==> config.mk <==
export PLATFORM = sky130hd
export DESIGN_NAME = tile_average_nearest_match_core
export DESIGN_NICKNAME = d
export VERILOG_FILES = /design/src/rtl/tanm_pkg.sv /design/src/rtl/tanm_palette_ram.sv /design/src/rtl/tanm_divider.sv /design/src/rtl/tanm_search.sv /design/src/rtl/tile_average_nearest_match_core.sv
export SDC_FILE = /design/constraint.sdc
export NUM_CORES = 2
export LEC_CHECK = 0
export BUFFER_PORTS_ARGS = -buffer_cell sky130_fd_sc_hd__buf_2
export CAP_MARGIN = 20
export CORE_MARGIN = 4
export CORE_UTILIZATION = 45
export CTS_BUF_LIST = sky130_fd_sc_hd__clkbuf_4 sky130_fd_sc_hd__clkbuf_8
export CTS_CLUSTER_SIZE = 12
export DETAILED_ROUTE_END_ITERATION = 12
export SYNTH_ARGS = -nofsm -noshare
export SYNTH_HDL_FRONTEND = slang
export SYNTH_SLANG_ARGS = --single-unit
==> constraint.sdc <==
create_clock -name clk -period 16.9 [get_ports clk]
set_clock_uncertainty 0.05 [all_clocks]
set_input_delay 2.535 -clock clk [delete_from_list [all_inputs] [get_ports clk]]
set_output_delay 2.535 -clock clk [all_outputs]
set_load 0.02 [all_outputs]
==> src/rtl/tanm_pkg.sv <==
// Shared types and constants for the tile average / nearest palette match block.
// Used by every module under rtl/; depends on nothing.
package tanm_pkg;

    // Sizing of the palette memory and the tile accumulators
    localparam int PALETTE_DEPTH   = 64;
    localparam int IDX_W           = $clog2(PALETTE_DEPTH);
    localparam int SEARCH_MAX      = (PALETTE_DEPTH < 64) ? PALETTE_DEPTH : 64;
    localparam int MAX_TILE_PIXELS = 4096;
    localparam int CNT_W           = $clog2(MAX_TILE_PIXELS + 1);
    localparam int CHAN_W          = 8;
    localparam int SUM_W           = $clog2(MAX_TILE_PIXELS * 255 + 1);
    localparam int STEP_W          = $clog2(CHAN_W);
    localparam int ENTRY_W         = 3 * CHAN_W;
    localparam int DIST_W          = 18;
    localparam int PCNT_W          = 7;

    // Input operation codes
    localparam logic OP_PALETTE = 1'b0;
    localparam logic OP_TARGET  = 1'b1;

    // Color mode codes
    localparam logic MODE_GRAY = 1'b0;
    localparam logic MODE_RGB  = 1'b1;

    // Configuration register indexes
    localparam logic REG_COLOR_MODE    = 1'b0;
    localparam logic REG_PALETTE_COUNT = 1'b1;

    // Sequencer states
    typedef enum logic [2:0] {
        ST_ACCUM,
        ST_LOAD,
        ST_DIV,
        ST_WRITE,
        ST_SEARCH,
        ST_DRAIN,
        ST_EMIT
    } state_t;

    // Tag that travels with each palette read into the search unit
    typedef struct packed {
        logic             valid;
        logic             first;
        logic [IDX_W-1:0] index;
    } srch_tag_t;

endpackage

==> src/rtl/tanm_palette_ram.sv <==
// Palette memory: one write port, one read port, registered read data.
// Depends on tanm_pkg for depth and entry width.
module tanm_palette_ram
(
    input  logic                           clk,
    input  logic                           we,
    input  logic [tanm_pkg::IDX_W-1:0]     waddr,
    input  logic [tanm_pkg::ENTRY_W-1:0]   wdata,
    input  logic                           re,
    input  logic [tanm_pkg::IDX_W-1:0]     raddr,
    output logic [tanm_pkg::ENTRY_W-1:0]   rdata
);

    logic [tanm_pkg::ENTRY_W-1:0] mem [tanm_pkg::PALETTE_DEPTH];

    // Write one entry
    always_ff @(posedge clk)
    begin
        if (we)
        begin
            mem[waddr] <= wdata;
        end
    end

    // Read one entry into the registered read data
    always_ff @(posedge clk)
    begin
        if (re)
        begin
            rdata <= mem[raddr];
        end
    end

endmodule

==> src/rtl/tanm_divider.sv <==
// Three-channel restoring divider, one quotient bit per cycle per channel.
// Quotients are known to fit in one channel width. Depends on tanm_pkg.
module tanm_divider
(
    input  logic                          clk,
    input  logic                          rst_n,
    input  logic                          load,
    input  logic [tanm_pkg::SUM_W-1:0]    sum_red,
    input  logic [tanm_pkg::SUM_W-1:0]    sum_green,
    input  logic [tanm_pkg::SUM_W-1:0]    sum_blue,
    input  logic [tanm_pkg::CNT_W-1:0]    divisor,
    output logic                          last_step,
    output logic [tanm_pkg::CHAN_W-1:0]   quo_red,
    output logic [tanm_pkg::CHAN_W-1:0]   quo_green,
    output logic [tanm_pkg::CHAN_W-1:0]   quo_blue
);

    logic                          active_reg;
    logic [tanm_pkg::STEP_W-1:0]   step_reg;
    logic [tanm_pkg::CNT_W-1:0]    divisor_reg;
    logic [tanm_pkg::SUM_W-1:0]    rem_reg [3];
    logic [tanm_pkg::CHAN_W-1:0]   quo_reg [3];
    logic [tanm_pkg::SUM_W-1:0]    load_val [3];
    logic [tanm_pkg::SUM_W:0]      dsh;

    assign load_val[0] = sum_red;
    assign load_val[1] = sum_green;
    assign load_val[2] = sum_blue;

    assign last_step = active_reg && (step_reg == '0);
    assign quo_red   = quo_reg[0];
    assign quo_green = quo_reg[1];
    assign quo_blue  = quo_reg[2];

    // Shifted divisor for the current quotient bit
    assign dsh = (tanm_pkg::SUM_W + 1)'(divisor_reg) << step_reg;

    // Step control
    always_ff @(posedge clk or negedge rst_n)
    begin
        if (!rst_n)
        begin
            active_reg <= 1'b0;
            step_reg   <= '0;
        end
        else if (load)
        begin
            active_reg <= 1'b1;
            step_reg   <= tanm_pkg::STEP_W'(tanm_pkg::CHAN_W - 1);
        end
        else if (active_reg)
        begin
            active_reg <= (step_reg != '0);
            step_reg   <= step_reg - 1'b1;
        end
    end

    // Hold the divisor for the whole division
    always_ff @(posedge clk)
    begin
        if (load)
        begin
            divisor_reg <= divisor;
        end
    end

    // One restoring step per channel
    for (genvar ch = 0; ch < 3; ch++)
    begin : g_chan
        logic [tanm_pkg::SUM_W:0] trial;
        logic                     fits;

        assign trial = {1'b0, rem_reg[ch]} - dsh;
        assign fits  = !trial[tanm_pkg::SUM_W];

        always_ff @(posedge clk)
        begin
            if (load)
            begin
                rem_reg[ch] <= load_val[ch];
                quo_reg[ch] <= '0;
            end
            else if (active_reg)
            begin
                if (fits)
                begin
                    rem_reg[ch] <= trial[tanm_pkg::SUM_W-1:0];
                end
                quo_reg[ch] <= {quo_reg[ch][tanm_pkg::CHAN_W-2:0], fits};
            end
        end
    end

endmodule

==> src/rtl/tanm_search.sv <==
// Nearest-entry search: distance of each palette entry read to the tile
// average, keeping the first minimum. Depends on tanm_pkg.
module tanm_search
(
    input  logic                            clk,
    input  logic                            color_mode,
    input  tanm_pkg::srch_tag_t             tag,
    input  logic [tanm_pkg::ENTRY_W-1:0]    entry,
    input  logic [tanm_pkg::CHAN_W-1:0]     avg_red,
    input  logic [tanm_pkg::CHAN_W-1:0]     avg_green,
    input  logic [tanm_pkg::CHAN_W-1:0]     avg_blue,
    output logic [tanm_pkg::IDX_W-1:0]      best_index,
    output logic [tanm_pkg::DIST_W-1:0]     best_distance
);

    localparam int CW = tanm_pkg::CHAN_W;

    logic [CW-1:0]                 dr;
    logic [CW-1:0]                 dg;
    logic [CW-1:0]                 db;
    logic [2*CW-1:0]               sq_r;
    logic [2*CW-1:0]               sq_g;
    logic [2*CW-1:0]               sq_b;
    logic [tanm_pkg::DIST_W-1:0]   distance;
    logic [tanm_pkg::IDX_W-1:0]    best_index_reg;
    logic [tanm_pkg::DIST_W-1:0]   best_distance_reg;

    function automatic logic [CW-1:0] abs_diff(input logic [CW-1:0] a, input logic [CW-1:0] b);
        abs_diff = (a > b) ? (a - b) : (b - a);
    endfunction

    // Per-channel distance
    always_comb
    begin
        dr   = abs_diff(entry[3*CW-1:2*CW], avg_red);
        dg   = abs_diff(entry[2*CW-1:CW], avg_green);
        db   = abs_diff(entry[CW-1:0], avg_blue);
        sq_r = dr * dr;
        sq_g = dg * dg;
        sq_b = db * db;
        if (color_mode == tanm_pkg::MODE_RGB)
        begin
            distance = tanm_pkg::DIST_W'(sq_r) + tanm_pkg::DIST_W'(sq_g)
                     + tanm_pkg::DIST_W'(sq_b);
        end
        else
        begin
            distance = tanm_pkg::DIST_W'(dr);
        end
    end

    // Keep the first strict minimum
    always_ff @(posedge clk)
    begin
        if (tag.valid && (tag.first || (distance < best_distance_reg)))
        begin
            best_index_reg    <= tag.index;
            best_distance_reg <= distance;
        end
    end

    assign best_index    = best_index_reg;
    assign best_distance = best_distance_reg;

endmodule

==> src/rtl/tile_average_nearest_match_core.sv <==
// Top level of the tile average / nearest palette match block: pixel
// accumulators, sequencer, APB registers. Uses tanm_pkg, tanm_divider,
// tanm_palette_ram and tanm_search.
//
// Usage:
//   Pixels enter on start/busy: a transaction is taken at a clock edge with
//   start high and busy low. Pixels without last are summed in one cycle
//   each, back to back. A pixel with last closes an image (operation 0) or
//   a tile (operation 1) and raises busy while the average is formed.
//   Average: the restoring divider forms it one quotient bit at a time.
//   Palette image: a write state then stores the average in the palette RAM
//   at the closing pixel's slot and busy drops; no result is produced.
//   Target tile: the search reads one palette entry per cycle from the RAM
//   read port, over min(palette_count, 64) entries but at least one, then a
//   drain state; done pulses for one cycle with the result, and busy drops
//   in that same cycle.
//   The receiver cannot stall: a result is valid only in the done cycle.
//   Registers (APB, pready always high): 0x0 color_mode, 0x4 palette_count.
//   Reset clears the accumulators and sets color_mode 1 and palette_count
//   64; the palette RAM is not cleared and must be written before searched.
module tile_average_nearest_match_core
(
    input  logic                              clk,
    input  logic                              rst_n,
    // Pixel channel
    input  logic                              start,
    output logic                              busy,
    input  logic                              operation,
    input  logic [tanm_pkg::IDX_W-1:0]        slot,
    input  logic [tanm_pkg::CHAN_W-1:0]       red,
    input  logic [tanm_pkg::CHAN_W-1:0]       green,
    input  logic [tanm_pkg::CHAN_W-1:0]       blue,
    input  logic                              last,
    // Result channel
    output logic                              done,
    output logic [tanm_pkg::IDX_W-1:0]        best_index,
    output logic [tanm_pkg::DIST_W-1:0]       best_distance,
    output logic [tanm_pkg::CHAN_W-1:0]       avg_red,
    output logic [tanm_pkg::CHAN_W-1:0]       avg_green,
    output logic [tanm_pkg::CHAN_W-1:0]       avg_blue,
    output logic                              tile_overflow,
    // Configuration port
    input  logic                              psel,
    input  logic                              penable,
    input  logic                              pwrite,
    input  logic [2:0]                        paddr,
    input  logic [31:0]                       pwdata,
    output logic [31:0]                       prdata,
    output logic                              pready
);

    localparam int SW = tanm_pkg::SUM_W;
    localparam int CW = tanm_pkg::CHAN_W;

    tanm_pkg::state_t                state_reg;
    tanm_pkg::state_t                state_next;

    logic                            color_mode_reg;
    logic [tanm_pkg::PCNT_W-1:0]     palette_count_reg;

    logic [SW-1:0]                   red_sum_reg;
    logic [SW-1:0]                   red_sum_next;
    logic [SW-1:0]                   green_sum_reg;
    logic [SW-1:0]                   green_sum_next;
    logic [SW-1:0]                   blue_sum_reg;
    logic [SW-1:0]                   blue_sum_next;
    logic [tanm_pkg::CNT_W-1:0]      count_reg;
    logic [tanm_pkg::CNT_W-1:0]      count_next;
    logic                            ovf_seen_reg;
    logic                            ovf_seen_next;

    logic                            op_reg;
    logic [tanm_pkg::IDX_W-1:0]      slot_reg;
    logic                            tile_ovf_reg;
    logic [tanm_pkg::IDX_W-1:0]      addr_reg;
    logic [tanm_pkg::IDX_W-1:0]      addr_next;
    tanm_pkg::srch_tag_t             tag_reg;
    tanm_pkg::srch_tag_t             tag_next;

    logic                            accept;
    logic                            cfg_write;
    logic                            div_load;
    logic                            div_last;
    logic [tanm_pkg::CNT_W-1:0]      divisor;
    logic [CW-1:0]                   quo_red;
    logic [CW-1:0]                   quo_green;
    logic [CW-1:0]                   quo_blue;
    logic [CW-1:0]                   mean_green;
    logic [CW-1:0]                   mean_blue;
    logic [tanm_pkg::PCNT_W-1:0]     limit;
    logic [tanm_pkg::IDX_W-1:0]      last_addr;
    logic                            mem_we;
    logic                            mem_re;
    logic [tanm_pkg::ENTRY_W-1:0]    mem_rdata;

    assign accept    = start && !busy;
    assign cfg_write = psel && penable && pwrite && pready;
    assign pready    = 1'b1;

    // Configuration registers
    always_ff @(posedge clk or negedge rst_n)
    begin
        if (!rst_n)
        begin
            color_mode_reg    <= tanm_pkg::MODE_RGB;
            palette_count_reg <= tanm_pkg::PCNT_W'(64);
        end
        else if (cfg_write)
        begin
            unique case (paddr[2])
                tanm_pkg::REG_COLOR_MODE:    color_mode_reg    <= pwdata[0];
                tanm_pkg::REG_PALETTE_COUNT: palette_count_reg <= pwdata[tanm_pkg::PCNT_W-1:0];
                default:                     color_mode_reg    <= color_mode_reg;
            endcase
        end
    end

    // Register readback
    always_comb
    begin
        unique case (paddr[2])
            tanm_pkg::REG_COLOR_MODE:    prdata = {31'b0, color_mode_reg};
            tanm_pkg::REG_PALETTE_COUNT: prdata = {{(32 - tanm_pkg::PCNT_W){1'b0}},
                                                   palette_count_reg};
            default:                     prdata = '0;
        endcase
    end

    // Accumulate pixels, saturate the count, clear once the sums are taken
    always_comb
    begin
        red_sum_next   = red_sum_reg;
        green_sum_next = green_sum_reg;
        blue_sum_next  = blue_sum_reg;
        count_next     = count_reg;
        ovf_seen_next  = ovf_seen_reg;
        if (state_reg == tanm_pkg::ST_LOAD)
        begin
            red_sum_next   = '0;
            green_sum_next = '0;
            blue_sum_next  = '0;
            count_next     = '0;
            ovf_seen_next  = 1'b0;
        end
        else if (accept)
        begin
            if (count_reg < tanm_pkg::CNT_W'(tanm_pkg::MAX_TILE_PIXELS))
            begin
                red_sum_next = red_sum_reg + SW'(red);
                if (color_mode_reg == tanm_pkg::MODE_RGB)
                begin
                    green_sum_next = green_sum_reg + SW'(green);
                    blue_sum_next  = blue_sum_reg + SW'(blue);
                end
                count_next = count_reg + 1'b1;
            end
            else
            begin
                ovf_seen_next = 1'b1;
            end
        end
    end

    always_ff @(posedge clk or negedge rst_n)
    begin
        if (!rst_n)
        begin
            red_sum_reg   <= '0;
            green_sum_reg <= '0;
            blue_sum_reg  <= '0;
            count_reg     <= '0;
            ovf_seen_reg  <= 1'b0;
        end
        else
        begin
            red_sum_reg   <= red_sum_next;
            green_sum_reg <= green_sum_next;
            blue_sum_reg  <= blue_sum_next;
            count_reg     <= count_next;
            ovf_seen_reg  <= ovf_seen_next;
        end
    end

    // Capture the closing pixel's operation and slot, and the overflow flag
    always_ff @(posedge clk)
    begin
        if (accept && last)
        begin
            op_reg   <= operation;
            slot_reg <= slot;
        end
        if (state_reg == tanm_pkg::ST_LOAD)
        begin
            tile_ovf_reg <= ovf_seen_reg;
        end
    end

    // Search length: at least one entry, at most the searchable depth
    always_comb
    begin
        limit = (palette_count_reg == '0) ? tanm_pkg::PCNT_W'(1) : palette_count_reg;
        if (limit > tanm_pkg::PCNT_W'(tanm_pkg::SEARCH_MAX))
        begin
            limit = tanm_pkg::PCNT_W'(tanm_pkg::SEARCH_MAX);
        end
        last_addr = tanm_pkg::IDX_W'(limit - 1'b1);
    end

    assign divisor = (count_reg == '0) ? tanm_pkg::CNT_W'(1) : count_reg;

    // Sequencer: next state and control strobes
    always_comb
    begin
        state_next = state_reg;
        addr_next  = addr_reg;
        tag_next   = '0;
        div_load   = 1'b0;
        mem_we     = 1'b0;
        mem_re     = 1'b0;
        done       = 1'b0;
        busy       = 1'b1;
        unique case (state_reg)
            tanm_pkg::ST_ACCUM:
            begin
                busy = 1'b0;
                if (accept && last)
                begin
                    state_next = tanm_pkg::ST_LOAD;
                end
            end
            tanm_pkg::ST_LOAD:
            begin
                div_load   = 1'b1;
                state_next = tanm_pkg::ST_DIV;
            end
            tanm_pkg::ST_DIV:
            begin
                if (div_last)
                begin
                    addr_next  = '0;
                    state_next = (op_reg == tanm_pkg::OP_TARGET) ? tanm_pkg::ST_SEARCH
                                                                 : tanm_pkg::ST_WRITE;
                end
            end
            tanm_pkg::ST_WRITE:
            begin
                mem_we     = 1'b1;
                state_next = tanm_pkg::ST_ACCUM;
            end
            tanm_pkg::ST_SEARCH:
            begin
                mem_re         = 1'b1;
                tag_next.valid = 1'b1;
                tag_next.first = (addr_reg == '0);
                tag_next.index = addr_reg;
                addr_next      = addr_reg + 1'b1;
                if (addr_reg == last_addr)
                begin
                    state_next = tanm_pkg::ST_DRAIN;
                end
            end
            tanm_pkg::ST_DRAIN:
            begin
                state_next = tanm_pkg::ST_EMIT;
            end
            tanm_pkg::ST_EMIT:
            begin
                done       = 1'b1;
                busy       = 1'b0;
                state_next = tanm_pkg::ST_ACCUM;
                if (accept && last)
                begin
                    state_next = tanm_pkg::ST_LOAD;
                end
            end
            default:
            begin
                state_next = tanm_pkg::ST_ACCUM;
            end
        endcase
    end

    always_ff @(posedge clk or negedge rst_n)
    begin
        if (!rst_n)
        begin
            state_reg <= tanm_pkg::ST_ACCUM;
            addr_reg  <= '0;
            tag_reg   <= '0;
        end
        else
        begin
            state_reg <= state_next;
            addr_reg  <= addr_next;
            tag_reg   <= tag_next;
        end
    end

    // Averages; green and blue read as zero in gray mode
    assign mean_green = (color_mode_reg == tanm_pkg::MODE_RGB) ? quo_green : '0;
    assign mean_blue  = (color_mode_reg == tanm_pkg::MODE_RGB) ? quo_blue  : '0;

    tanm_divider u_divider
    (
        .clk       (clk),
        .rst_n     (rst_n),
        .load      (div_load),
        .sum_red   (red_sum_reg),
        .sum_green (green_sum_reg),
        .sum_blue  (blue_sum_reg),
        .divisor   (divisor),
        .last_step (div_last),
        .quo_red   (quo_red),
        .quo_green (quo_green),
        .quo_blue  (quo_blue)
    );

    tanm_palette_ram u_palette
    (
        .clk   (clk),
        .we    (mem_we),
        .waddr (slot_reg),
        .wdata ({quo_red, mean_green, mean_blue}),
        .re    (mem_re),
        .raddr (addr_reg),
        .rdata (mem_rdata)
    );

    tanm_search u_search
    (
        .clk           (clk),
        .color_mode    (color_mode_reg),
        .tag           (tag_reg),
        .entry         (mem_rdata),
        .avg_red       (quo_red),
        .avg_green     (mean_green),
        .avg_blue      (mean_blue),
        .best_index    (best_index),
        .best_distance (best_distance)
    );

    // Result fields
    assign avg_red       = quo_red;
    assign avg_green     = mean_green;
    assign avg_blue      = mean_blue;
    assign tile_overflow = tile_ovf_reg;

endmodule

==> flow_summary.rst <==
.. list-table::
   :header-rows: 1

   * - Metric
     - Value
   * - Status
     - completed
   * - Number of enable-type register cells in the synthesized netlist
     - 1689
   * - Basic-gate share of the synthesized area counting and, or, nand and nor cells
     - 0.0457
   * - Area added between synthesis and finish
     - 12.2%
   * - Max reg flops
     - 1536
   * - Met2 Usage GRT
     - 0.353
   * - Final Max Slew Viols
     - 0
   * - First-pass GRT wire length
     - 298000 um
   * - Count of endpoints failing hold in the final timing report
     - 0
   * - Routed WL per cell
     - between 20 and 30 um
   * - Number of nets still failing antenna checks after routing
     - 0
   * - Placeable Area
     - about 0.18 mm2
   * - CP Launch Point
     - color_mode_reg$_DFFE_PN1P_
   * - Inserted Clock Buffers
     - 312
   * - Clock edge transition at the registers on the reported setup and hold paths
     - 60 ps
   * - Final setup margin
     - 3170 ps
   * - RSZ-0062 raised after global routing
     - no
   * - Count leader, synth
     - sky130_fd_sc_hd__edfxtp_1
   * - Place WS
     - slightly below 3000 ps
   * - Required time of the worst setup path
     - 17390 ps
   * - Number of buffers inserted by post-CTS setup repair
     - 0
   * - Met3 track utilization from global routing
     - 0.0405
   * - Sequential area share after synthesis
     - 0.655
   * - Post-detailed-routing wire length
     - 204000 um
   * - Post-DP HPWL
     - 121000 um
   * - Fraction of registers with async set/reset
     - 0.0575
   * - Category of the most critical setup path
     - reg2reg
   * - Instance count of the mapped netlist
     - 4700
   * - Critical-path top delay cell
     - sky130_fd_sc_hd__a21oi_4
   * - Fraction of the mapped netlist area in compound gates
     - 0.0390
   * - Category of the worst setup path capture point
     - flop
   * - Clock latency on the worst-skew pair
     - slightly above 1000 ps
   * - Global-route layer with the greatest usage
     - met2
   * - Post-synthesis xor/xnor area fraction
     - 0.0140
   * - Startpoint types
     - flop
   * - Row cnt
     - between 150 and 200
   * - Total die area
     - 0.188 mm2
   * - Total congestion overflow
     - 0
   * - Number of global-route vias before repair
     - between 40000 and 50000
   * - Synth top area cells
     - sky130_fd_sc_hd__edfxtp_1 62%, sky130_fd_sc_hd__mux4_2 14%, sky130_fd_sc_hd__ha_1 3.7%, sky130_fd_sc_hd__fa_1 3.1%, sky130_fd_sc_hd__dfrtp_1 3.1%
   * - Critical Path Fanout Max
     - 45
   * - # resized after CTS
     - 0
   * - Share of the core filled with cells in the final layout
     - 0.510
   * - DIE WIDTH
     - roughly 430 um
   * - Number of synthesized register bits
     - 1792
   * - Synth Flop Type
     - sky130_fd_sc_hd__edfxtp_1
   * - Final setup violation count
     - 0
   * - Pin count of the biggest net entering global routing
     - 125
   * - Detailed-routing iteration count for the pre-antenna-repair pass
     - 5
   * - Fin nets
     - 5461
   * - Library cell occupying the most area in the post-synthesis netlist
     - sky130_fd_sc_hd__edfxtp_1
   * - Stage delay of the slowest cell on the critical path
     - 680 ps
   * - Worst hold path startpoint
     - tag_reg[4]$_DFF_PN0_
   * - Most frequent cells after synthesis
     - 1689 x sky130_fd_sc_hd__edfxtp_1, 505 x sky130_fd_sc_hd__mux4_2, 322 x sky130_fd_sc_hd__inv_1
   * - Highest achievable clock rate
     - 72.8 MHz
   * - Hold Buf Count CTS
     - 0
   * - Number of remaining DRC errors
     - 0
   * - Area share of the leading cell type in the synthesized netlist
     - 0.623
   * - Die boundary height
     - 433 um
   * - Average cell area after synthesis
     - 17.3 um2
   * - I/O pin cnt
     - 157
   * - Number of H-tree branching levels
     - 5
   * - Arrival time at the worst endpoint
     - 14220 ps
   * - Combinational family with the most area after synthesis
     - multiplexers
   * - Share of final-layout standard cells stronger than drive strength 1
     - 0.255
   * - Combined global-route utilization of all metal layers
     - 0.219
   * - Starting utilization of the core area
     - 0.454
   * - Initial DRC Count
     - 3916
   * - Time the worst path needs with I/O delays and setup
     - 13730 ps
   * - Setup total negative slack
     - 0 ps
   * - Reg2reg path depth
     - 46
   * - # fillers
     - 14700
   * - Root buffer selected by CTS
     - sky130_fd_sc_hd__clkbuf_8
   * - Tightest slew margin relative to the limit
     - 0.242
   * - Longest Clk Path Bufs
     - 4
   * - Hold depth
     - 0
   * - Routed via count
     - 43500
   * - Critical register-to-register path startpoint
     - color_mode_reg$_DFFE_PN1P_
   * - Number of unique standard cell types used by synthesis
     - between 90 and 100
   * - Yosys warning total
     - 0
   * - Final period util
     - 0.813
   * - Clock sinks
     - 1792
   * - Vias per cell
     - between 5 and 6
   * - Hold Crit Class
     - reg2reg
   * - Multiplexer share of the synthesized area
     - 0.151
   * - Number of antenna violations at the first check in global routing
     - 18
   * - Arithmetic-cell share of the synthesized area counting full adders, half adders and majority gates
     - 0.0688
   * - Met1 track demand over resource in global routing
     - 0.306
   * - Syn Std Cell Area
     - 0.0814 mm2
   * - Final weighted congestion of routability-driven global placement
     - 0.840
   * - Quantity of I/O buffers inserted on ports
     - 103
   * - Number of max-capacitance violations reported
     - 0
   * - Clock tree from TritonCTS
     - yes
   * - Most used cell, CP
     - sky130_fd_sc_hd__fa_1
   * - Transition time at the pin with the least slew margin
     - approximately 1100 ps
==> per-stage QoR <==
step	hold slack, ps	cell area (um2)	cells
2_1_floorplan	351	81500	4724
3_3_place_gp	356	85100	7041
3_5_place_dp	359	85400	7051
4_1_cts	358	91100	7582
5_1_grt	383	91300	7591
6_report	364	91300	7600
==> worst max-delay path: cells and delay by family (launching register included) <==
family,cells,cell delay (ps)
buffers and inverters,9,1110
AND/OR/NAND/NOR,6,990
XOR/XNOR,1,260
multiplexers,2,620
flip-flops,1,660
AO/OA/AOI/OAI,13,3630
adder cells (fa/ha/maj),15,5940
==> logic make-up (layout without fill, tap and decap cells) <==
family,after synthesis,in the layout
DFF,1792,1792
and+or+nand+nor,791,791
muxes,592,592
buffers and inverters,544,1054
AOI/OAI and AO/OA,480,480
adders and majority gates,371,371
xor gates and xnor gates,128,128
other,2,37
==> per-layer routing <==
layer | vias to the layer above | share of wire
li1 | 18900 | -
met1 | 22800 | 0.42
met2 | 1418 | 0.48
met3 | 338 | 0.069
met4 | 4 | 0.028
met5 | - | 0.00011
==> cell usage in the layout, fill, tap and decap left out, drive strengths merged, types with 44 or more instances in the layout <==
cell type / n
a21oi: 125
dfrtp: 101
inv: 325
o21ai: 136
clkinv: 108
nand2: 232
nor2: 251
edfxtp: 1689
ha: 243
mux2i: 48
nand3: 53
mux4: 505
a21o: 44
clkbuf: 418
fa: 128
xor2: 54
xnor2: 74
buf: 194
==> worst paths after layout <==
check                                                            to  slack [ps]
max in group asynchronous                   addr_reg[1]$_DFFE_PN0P_       13890
worst min register to register     u_search.best_index[4]$_DFFE_PP_         360
worst max-delay path            u_search.best_distance[1]$_DFFE_PP_        3170
worst max register to register  u_search.best_distance[1]$_DFFE_PP_        3170
min in group asynchronous              green_sum_reg[1]$_DFFE_PN0P_        1550
worst min-delay path               u_search.best_index[4]$_DFFE_PP_         360
==> layout make-up <==
cell class              instances  area, um2  share of cell area
flip-flops and latches       1792      53300               0.584
clock buffers                 418       5160              0.0566
multi-input cells            2388      26500               0.290
clock inverters               113        577             0.00632
inverters                     329       1230              0.0135
well taps                    2355       2950              0.0323
diodes                         11       27.5            0.000301
repair buffers                194       1560              0.0171
Power is left out: the tool's default activity adds up to more than one toggle a clock period on the data nets, which glitch-free logic cannot reach.
